==> src/hdl/cal_pkg.sv <==
`default_nettype none

package cal_pkg;

	localparam int DATA_W       = 32;
	localparam int FRAC_BITS    = 16;
	localparam int SHIFT_HI     = DATA_W - FRAC_BITS;
	localparam int PROD_W       = 2 * DATA_W;
	localparam int SUM_W        = PROD_W + 1;
	localparam int IN_TDATA_W   = 72;
	localparam int OUT_TDATA_W  = 72;
	localparam int OP_W         = 3;
	localparam int NUM_PRODUCTS = 6;
	localparam int MUL_IDX_W    = 3;
	localparam int MUL_LAST_MUL = 3;
	localparam int MUL_LAST_DIV = NUM_PRODUCTS - 1;
	localparam int DIV_STEPS    = DATA_W;
	localparam int CNT_W        = $clog2(DIV_STEPS);

	typedef enum logic [OP_W-1:0] {
		OP_LOAD = 3'd0,
		OP_ADD  = 3'd1,
		OP_SUB  = 3'd2,
		OP_MUL  = 3'd3,
		OP_DIV  = 3'd4
	} op_t;

	typedef struct packed {
		logic                 load;
		logic                 mul_en;
		logic [MUL_IDX_W-1:0] mul_idx;
		logic                 sum_en;
		logic                 abs_en;
		logic                 div_init;
		logic                 div_step;
		logic                 commit;
	} cmd_t;

	typedef struct packed {
		op_t  op;
		logic den_zero;
	} status_t;

endpackage

`default_nettype wire

==> src/hdl/cal_ctrl.sv <==
`default_nettype none

module cal_ctrl (
	input  wire logic              clk,
	input  wire logic              arst_n,
	input  wire logic              s_tvalid,
	output logic                   s_tready,
	input  wire logic [2:0]        in_op,
	output logic                   m_tvalid,
	input  wire logic              m_tready,
	input  wire cal_pkg::status_t  status,
	output cal_pkg::cmd_t          cmd
);
	import cal_pkg::*;

	typedef enum logic [6:0] {
		ST_IDLE  = 7'b0000001,
		ST_MULT  = 7'b0000010,
		ST_SUM   = 7'b0000100,
		ST_ABS   = 7'b0001000,
		ST_DINIT = 7'b0010000,
		ST_DIV   = 7'b0100000,
		ST_FIN   = 7'b1000000
	} state_t;

	state_t           state_q, state_d;
	logic [CNT_W-1:0] cnt_q, cnt_d;
	logic             out_valid_q, out_valid_d;
	logic             slot_free;
	logic [CNT_W-1:0] mul_last;

	assign s_tready  = (state_q == ST_IDLE);
	assign m_tvalid  = out_valid_q;
	assign slot_free = !out_valid_q || m_tready;
	assign mul_last  = (status.op == OP_DIV) ? CNT_W'(MUL_LAST_DIV) : CNT_W'(MUL_LAST_MUL);

	always_comb begin
		cmd         = '0;
		state_d     = state_q;
		cnt_d       = cnt_q;
		out_valid_d = out_valid_q && !m_tready;
		unique case (state_q)
			ST_IDLE: begin
				if (s_tvalid) begin
					cmd.load = 1'b1;
					cnt_d    = '0;
					if (in_op == OP_MUL || in_op == OP_DIV) begin
						state_d = ST_MULT;
					end else begin
						state_d = ST_FIN;
					end
				end
			end
			ST_MULT: begin
				cmd.mul_en  = 1'b1;
				cmd.mul_idx = cnt_q[MUL_IDX_W-1:0];
				if (cnt_q == mul_last) begin
					cnt_d   = '0;
					state_d = ST_SUM;
				end else begin
					cnt_d = cnt_q + CNT_W'(1);
				end
			end
			ST_SUM: begin
				cmd.sum_en = 1'b1;
				state_d    = ST_ABS;
			end
			ST_ABS: begin
				cmd.abs_en = 1'b1;
				if (status.op == OP_DIV && !status.den_zero) begin
					state_d = ST_DINIT;
				end else begin
					state_d = ST_FIN;
				end
			end
			ST_DINIT: begin
				cmd.div_init = 1'b1;
				cnt_d        = '0;
				state_d      = ST_DIV;
			end
			ST_DIV: begin
				cmd.div_step = 1'b1;
				if (cnt_q == CNT_W'(DIV_STEPS - 1)) begin
					state_d = ST_FIN;
				end else begin
					cnt_d = cnt_q + CNT_W'(1);
				end
			end
			ST_FIN: begin
				if (slot_free) begin
					cmd.commit  = 1'b1;
					out_valid_d = 1'b1;
					state_d     = ST_IDLE;
				end
			end
			default: begin
				state_d = ST_IDLE;
			end
		endcase
	end

	always_ff @(posedge clk or negedge arst_n) begin
		if (!arst_n) begin
			state_q     <= ST_IDLE;
			cnt_q       <= '0;
			out_valid_q <= 1'b0;
		end else begin
			state_q     <= state_d;
			cnt_q       <= cnt_d;
			out_valid_q <= out_valid_d;
		end
	end

endmodule

`default_nettype wire

==> config.mk <==
export PLATFORM = sky130hd
export DESIGN_NAME = cal_ctrl
export DESIGN_NICKNAME = d
export VERILOG_FILES = /design/src/hdl/cal_pkg.sv /design/src/hdl/cal_ctrl.sv
export SDC_FILE = /design/constraint.sdc
export NUM_CORES = 1
export LEC_CHECK = 0
export ABC_AREA = 1
export BUFFER_PORTS_ARGS = -buffer_cell sky130_fd_sc_hd__buf_2
export CAP_MARGIN = 10
export CELL_PAD_IN_SITES_DETAIL_PLACEMENT = 1
export CELL_PAD_IN_SITES_GLOBAL_PLACEMENT = 1
export CORE_MARGIN = 2
export CORE_UTILIZATION = 37
export DETAILED_ROUTE_END_ITERATION = 16
export GPL_TIMING_DRIVEN = 0
export HOLD_SLACK_MARGIN = 0.03
export MAX_ROUTING_LAYER = met4
export PLACE_DENSITY_LB_ADDON = 0.05
export SETUP_SLACK_MARGIN = 0.5
export SYNTH_ARGS = -nofsm -noshare
export SYNTH_HDL_FRONTEND = slang
export SYNTH_SLANG_ARGS = --single-unit
==> constraint.sdc <==
create_clock -name clk -period 1.7 [get_ports clk]
set_input_delay 0.34 -clock clk [delete_from_list [all_inputs] [get_ports clk]]
set_output_delay 0.34 -clock clk [all_outputs]
set_load 0.05 [all_outputs]
==> results_dict.tcl, run 1 <==
set metrics [dict create \
    cts.sinks 13 \
    first_pass_iters 4 \
    antenna_found_initial 0 \
    fp.coreArea_um2 2480 \
    syn_nets 149 \
    synthTopCellsByArea "dfrtp_1 (31%), nand2_1 (14%), nor2_1 (7.8%)" \
    overflow 0 \
    max_stage_delay_ns 0.46 \
    required_ns 1.36 \
    final_area_um2 1770 \
    maxCapViolCount 0 \
    dpl_cell_area_um2 1220 \
    pin_count 23 \
    cts_root_buf "clkbuf_4" \
    setup_tns_ns -1.93 \
    cts_made_buffers 3 \
    wl_per_cell_um 21.7 \
    die-area_um2 3040 \
    synth_fa_ha_area_share_pct 2.59 \
    grt_pass1_wl_um 5530 \
    switchingPower_w 0.00121 \
    synth_compound_area_share_pct 5.05 \
    power_density_nw_per_um2 1360 \
    synth_xor_xnor_area_share_pct 1.81 \
    clk_pin_slew_ns 0.11 \
    synth_simple_gate_area_share_pct 47.2 \
    synth_seq_area_share_pct 33.8 \
    die_h_um 55.1 \
    crit_fanout 5 \
    worst_clock_skew_ns 0.0165 \
    wl_um 4890 \
    grt_max_degree 14 \
    ys_ff_latch 13 \
    crit_type "reg -> out" \
    run_status "complete, but fails checks" \
    ys_types 27 \
    final_nets 210 \
    max_freq_ghz 0.531 \
    viasPerCell 5.41 \
    drt_iter0_markers 24 \
    fin_crit_ns 1.88 \
    synth_top_family_by_area "simple AND/OR/NAND/NOR gates" \
    hold_path.class "in -> reg" \
    p_int_w 0.00119 \
    arrival_ns 1.54 \
    finalCritPeriodShare_pct 111 \
    pwr-share-comb_pct 73.1 \
    n_antenna_cell 0 \
    hold_viol 0 \
    final_max_slew_viol_count 0 \
    crit_slowest_cell "dfrtp_2" \
    rsz0062_at_grt "true" \
    final_cell_mix "nand2_1 (28), buf_4 (26), nor2_4 (14)" \
    clkPwrFrac_pct 9.0 \
    leakage_nw 0.865 \
    drive_above_1_share_pct 64.8 \
    io_buffers 22 \
    initial_core_util_pct 39.0 \
    fin_cells 226 \
    fin_ws_ns -0.183 \
    drt_drc_violations_left 0 \
    grtUsageTotal_pct 26.9 \
    pwr-share-seq_pct 17.9 \
    synth_cells 136 \
    dp.cells 188 \
    cts_tree "yes" \
    ir_worst_vdd_mv 1.00 \
    crit_chain "nor2_4, nand2_4, clkinv_4, nand3_4, inv_4, buf_8, buf_8" \
    clock_path_buffers 2 \
    worstSetupEndpointType "output port" \
    start_kind "flop" \
    setup_viol 17 \
    synth_area_um2 966 \
    violations "negative setup slack" \
    synth_top_cell_area_share_pct 31.1 \
    synth_area_per_cell_um2 7.10 \
    drtAntennaViolNets 0 \
    die_x_um 55.1 \
    maxSlewHeadroom_pct 76.7 \
    worst-path-buf-inv 4 \
    worst_slew_pin_slew_ns 0.346 \
    clk_latency_ns 0.29 \
    layout_commonest_cell "nand2_1" \
    dp.final_hpwl_um 2140 \
    num_vias 1223 \
    ys_warn_count 0 \
    rows 18 \
    synth_top_area_cell "dfrtp_1" \
    path_delay_family "flip-flops" \
    grt_pass1_vias 1222 \
    critPathMostFrequentCell "buf_8" \
    synthMuxAreaShare_pct 0 \
    gp_congestion 0.753 \
    fill_cells 270 \
    area_growth_pct 83.0 \
    h-tree-depth 1 \
    sw_frac_of_total_pct 50.4 \
]
==> path summary, 6_finish.rpt <==
kind                            start    endpoint  slack [ns]  cells past startpoint
max reg2reg                state_q[6]    cnt_q[2]       -0.08                     11
max                        state_q[6]      cmd[8]       -0.18                      7
min reg2reg                  cnt_q[4]    cnt_q[4]        0.60                      2
min in group asynchronous      arst_n  state_q[3]        0.47                      2
min                          m_tready    m_tvalid        0.31                      2
max in group asynchronous      arst_n  state_q[0]        0.93                      2
==> area by class of cell <==
class	instances	area, um^2	area share (%)
inverter	22	98.8	5.59
buffer	1	15.0	0.849
multi-input combinational	100	759	43.0
timing repair buffer	56	500	28.3
tap	30	37.5	2.12
clock buffer	4	26.3	1.49
sequential	13	330	18.7
==> synthesized netlist by cell type <==
cell and count:
nand3_4 1, dfrtp_1 12, nand3_1 9, ha_1 2
nand2_1 36, inv_1 14, a21oi_4 1, inv_2 7
nor2_2 1, o21ai_0 1, nand2_2 8, nand2_4 2
nor2_1 20, o21ai_1 1, a21oi_1 1, o21ai_2 2
buf_4 1, nor3_2 1, nand4_1 1, or2_2 1
nor2_4 4, nand3_2 1, nor4_1 1, dfstp_2 1
nor3_1 4, xor2_1 2, inv_4 1
==> state kept, by name (all words and copies together), names as in the netlist <==
register and cells:
state_q 7, m_tvalid 1, cnt_q 5
==> layer usage <==
layer	GRT usage (%)	wire [um]
met1	29.2	1860
met3	6.45	194
met2	47.0	2680
met4	11.0	160
met5	-	0
==> through the flow <==
| stage | setup slack (ns) | total power, W | hold slack (ns) | utilization [%] |
|---|---|---|---|---|
| after global routing | -0.219 | 0.00249 | 0.321 | 71.4 |
| final | -0.183 | 0.00241 | 0.313 | 71.4 |
| after global placement | -0.0518 | 0.00135 | 0.248 | 49.2 |
| after floorplan | 0.189 | 0.00120 | 0.0444 | - |
| after detailed placement | -0.0924 | 0.00138 | 0.250 | 49.2 |
| after CTS | -0.130 | 0.00209 | 0.248 | 66.4 |
==> power by group through the flow <==
stage	Clock (W)	Combinational, W	Sequential (W)
after floorplan	0	0.000745	0.000455
after global placement	0	0.000934	0.000412
after detailed placement	0	0.000959	0.000422
after CTS	0.000206	0.00147	0.000416
after global routing	0.000225	0.00183	0.000433
final	0.000217	0.00176	0.000432
==> timing repair <==
item | in CTS | in global routing
setup endpoints to repair | 22 | 23
gates resized for setup | 55 | 16
hold buffers | 1 | 0
endpoints found under the hold margin | 12 | 0
setup buffers | 24 | 9
pin swaps | 18 | 10
==> logic make-up after synthesis <==
logic type / count (synthesis)
buffers and inverters: 23
and+or+nand+nor: 90
xor gates and xnor gates: 2
AOI/OAI and AO/OA: 6
adders and majority gates: 2
DFF: 13
No activity file was read; power rests on OpenSTA's default activity.
==> run 2, diff against run 1 <==
--- a/config.mk
+++ b/config.mk
@@ -5,13 +5,12 @@
 export SDC_FILE = /design/constraint.sdc
 export NUM_CORES = 1
 export LEC_CHECK = 0
-export ABC_AREA = 1
 export BUFFER_PORTS_ARGS = -buffer_cell sky130_fd_sc_hd__buf_2
 export CAP_MARGIN = 10
 export CELL_PAD_IN_SITES_DETAIL_PLACEMENT = 1
 export CELL_PAD_IN_SITES_GLOBAL_PLACEMENT = 1
 export CORE_MARGIN = 2
-export CORE_UTILIZATION = 37
+export CORE_UTILIZATION = 38
 export DETAILED_ROUTE_END_ITERATION = 16
 export GPL_TIMING_DRIVEN = 0
 export HOLD_SLACK_MARGIN = 0.03
==> run 2 against run 1 <==
Net effect: the run still ends with negative setup slack left; final cell count fell by 20%; critical path depth up 5; total power is 3.0% higher; global-route usage increased by 2.6 points; routed wire length fell by 4.5%; register-to-register slack worse by 0.66 ns; sequential cell count unchanged; critical endpoint is now state_q[0].
==> results_dict.tcl, run 2 <==
set metrics [dict create \
    synthTopCellsByArea "dfrtp_1 (34%), nor2_1 (5.2%), and2_1 (4.3%)" \
    n_antenna_cell 0 \
    cts_root_buf "clkbuf_4" \
    power_density_nw_per_um2 1530 \
    ir_worst_vdd_mv 1.27 \
    synth_top_cells_by_count "dfrtp_1 (12), nor2_1 (12), and2_1 (6), nand2_1 (6)" \
    grtUsageTotal_pct 29.5 \
    setup_viol 22 \
    place_ws_ns -0.415 \
    fp.coreArea_um2 2190 \
    final_cell_mix "buf_4 (21), buf_6 (17), buf_2 (10)" \
    finish.utilization_pct 74.2 \
    hold_viol 0 \
    required_ns 1.90 \
    clk_pin_slew_ns 0.09 \
    wl_per_cell_um 26.0 \
    synth_top_cell_area_share_pct 34.4 \
    grt_max_degree 14 \
    cts_tree "yes" \
    synth_compound_area_share_pct 13.5 \
    clk_latency_ns 0.30 \
    sw_frac_of_total_pct 48.2 \
    top_register "state_q" \
    pin_count 23 \
    grt_pass1_wl_um 5380 \
    ys_ff_latch 13 \
    dp.cells 147 \
    dp.final_hpwl_um 1750 \
    grt_pass1_vias 1084 \
    synth_area_per_cell_um2 9.00 \
    drt_iter0_markers 34 \
    maxCapViolCount 0 \
    num_vias 1046 \
    synth_seq_area_share_pct 37.4 \
    antenna_found_initial 0 \
    syn_nets 110 \
    run_status "complete, but fails checks" \
    ys_async_sr_fraction_pct 100 \
    die_x_um 51.9 \
    h-tree-depth 1 \
    worst_slew_pin_slew_ns 0.613 \
    rsz0062_at_grt "true" \
    crit_type "reg -> reg" \
    pwr-share-seq_pct 20.9 \
    fin_cells 180 \
    synth_top_area_cell "dfrtp_1" \
    layout_commonest_cell "buf_4" \
    io_buffers 22 \
    crit_fanout 4 \
    initial_core_util_pct 39.9 \
    clkPwrFrac_pct 8.4 \
    synth_simple_gate_area_share_pct 35.0 \
    fin_crit_ns 2.44 \
    first_pass_iters 5 \
    final_area_um2 1630 \
    overflow 0 \
    die-area_um2 2700 \
    fill_cells 212 \
    synth_xor_xnor_area_share_pct 4.01 \
    synth_fa_ha_area_share_pct 2.87 \
    clock_path_buffers 2 \
    worstSetupEndpointType "flop" \
    synth_area_um2 873 \
    largest_reg_flops 7 \
    hold_path.class "in -> reg" \
    cts.sinks 13 \
    cts_made_buffers 3 \
    start_kind "flop" \
    leakage_nw 0.722 \
    finalCritPeriodShare_pct 143 \
    drive_above_1_share_pct 67.8 \
    area_growth_pct 86.1 \
    synthMuxAreaShare_pct 3.44 \
    violations "negative setup slack" \
    max_freq_ghz 0.411 \
    drt_drc_violations_left 0 \
    synth_top_family_by_area "simple AND/OR/NAND/NOR gates" \
    die_h_um 51.9 \
    worst_clock_skew_ns 0.00925 \
    final_nets 166 \
    viasPerCell 5.81 \
    pwr-share-comb_pct 70.7 \
    rows 17 \
    final_max_slew_viol_count 0 \
    ys_warn_count 0 \
    synth_cells 97 \
    synth_top_flop_cell "dfrtp_1" \
    dpl_cell_area_um2 1170 \
    wl_um 4670 \
    p_int_w 0.00128 \
    arrival_ns 2.64 \
    ys_types 39 \
    fin_ws_ns -0.735 \
    drtAntennaViolNets 0 \
    gp_congestion 0.831 \
    switchingPower_w 0.00120 \
    synth-edff-count 0 \
    maxSlewHeadroom_pct 59.0 \
]
-- run 2: cell count changes in the layout (fill, tap and decap cells not counted), moves of 5 or more --
cell and change:
inv_2 -9, inv_1 -7, and2_4 +5, buf_4 -5, nand2_1 -25, nand2b_1 +5, nor2_4 -12, nand2_2 -6
nand2_4 -9, buf_6 +5
-- run 2: worst paths after layout --
check / slack (ns) / cells after the start / startpoint / endpoint
min reg2reg: 0.59 / 1 / state_q[3] / state_q[3]
min in group asynchronous: 0.48 / 2 / arst_n / state_q[3]
max in group asynchronous: 0.93 / 2 / arst_n / state_q[0]
max reg2reg: -0.74 / 12 / state_q[5] / state_q[0]
min: 0.25 / 2 / status[0] / state_q[4]
max: -0.74 / 12 / state_q[5] / state_q[0]
-- run 2: power by group through the flow --
stage | combinational, W | clock (W) | sequential (W)
3_5_place_dp | 0.000945 | 0 | 0.000500
6_report | 0.00175 | 0.000207 | 0.000520
5_1_grt | 0.00181 | 0.000223 | 0.000522
3_3_place_gp | 0.000933 | 0 | 0.000496
2_1_floorplan | 0.000739 | 0 | 0.000519
4_1_cts | 0.00139 | 0.000217 | 0.000488
-- run 2: timing repair --
item,in CTS,in global routing
gates resized for setup,40,17
cloned,0,0
setup endpoints to repair,25,25
pin swaps,4,8
hold buffers,1,0
setup buffers,19,9
endpoints found under the hold margin,12,0
-- run 2: cell families (layout without fill, tap and decap cells) --
| logic type | count (synthesis) | in the layout |
|---|---|---|
| AND/OR/NAND/NOR | 51 | 51 |
| AO/OA/AOI/OAI | 18 | 18 |
| flip-flops | 13 | 13 |
| buffers and inverters | 6 | 61 |
| XOR/XNOR | 4 | 4 |
| multiplexers | 3 | 3 |
| adder cells (fa/ha/maj) | 2 | 2 |
-- run 2: final cells by class --
class	count	area (um^2)	area share, %
multi-input cells	78	741	45.6
repair buffers	51	447	27.5
flip-flops and latches	13	333	20.5
well taps	28	35.0	2.16
clock buffers	4	26.3	1.62
plain buffers	2	22.5	1.39
inverters	4	21.3	1.31
-- run 2: worst max-delay path, stage by stage (launching register included) --
cell and delay [ns]:
dfrtp_1 0.39, buf_6 0.13, or4_4 0.52, buf_4 0.17, buf_6 0.11, buf_6 0.10, buf_6 0.10, buf_6 0.10
buf_6 0.10, buf_6 0.10, buf_6 0.11, o211ai_1 0.23, o21ai_1 0.17
-- run 2: per-layer routing --
layer / global-route usage, % / wire length [um] / vias to the layer above
met5: - / 0 / -
met4: 16.2 / 206 / 0
met3: 6.61 / 258 / 20
met2: 48.3 / 2270 / 60
met1: 33.3 / 1940 / 507
li1: - / - / 459
-- run 2: metrics by stage --
stage	hold slack (ns)	TNS, ns	power (W)
3_3_place_gp	0.248	-3.21	0.00143
3_5_place_dp	0.253	-3.51	0.00145
2_1_floorplan	0.0444	-1.44	0.00126
6_report	0.250	-9.54	0.00248
4_1_cts	0.212	-6.34	0.00210
5_1_grt	0.249	-10.55	0.00256
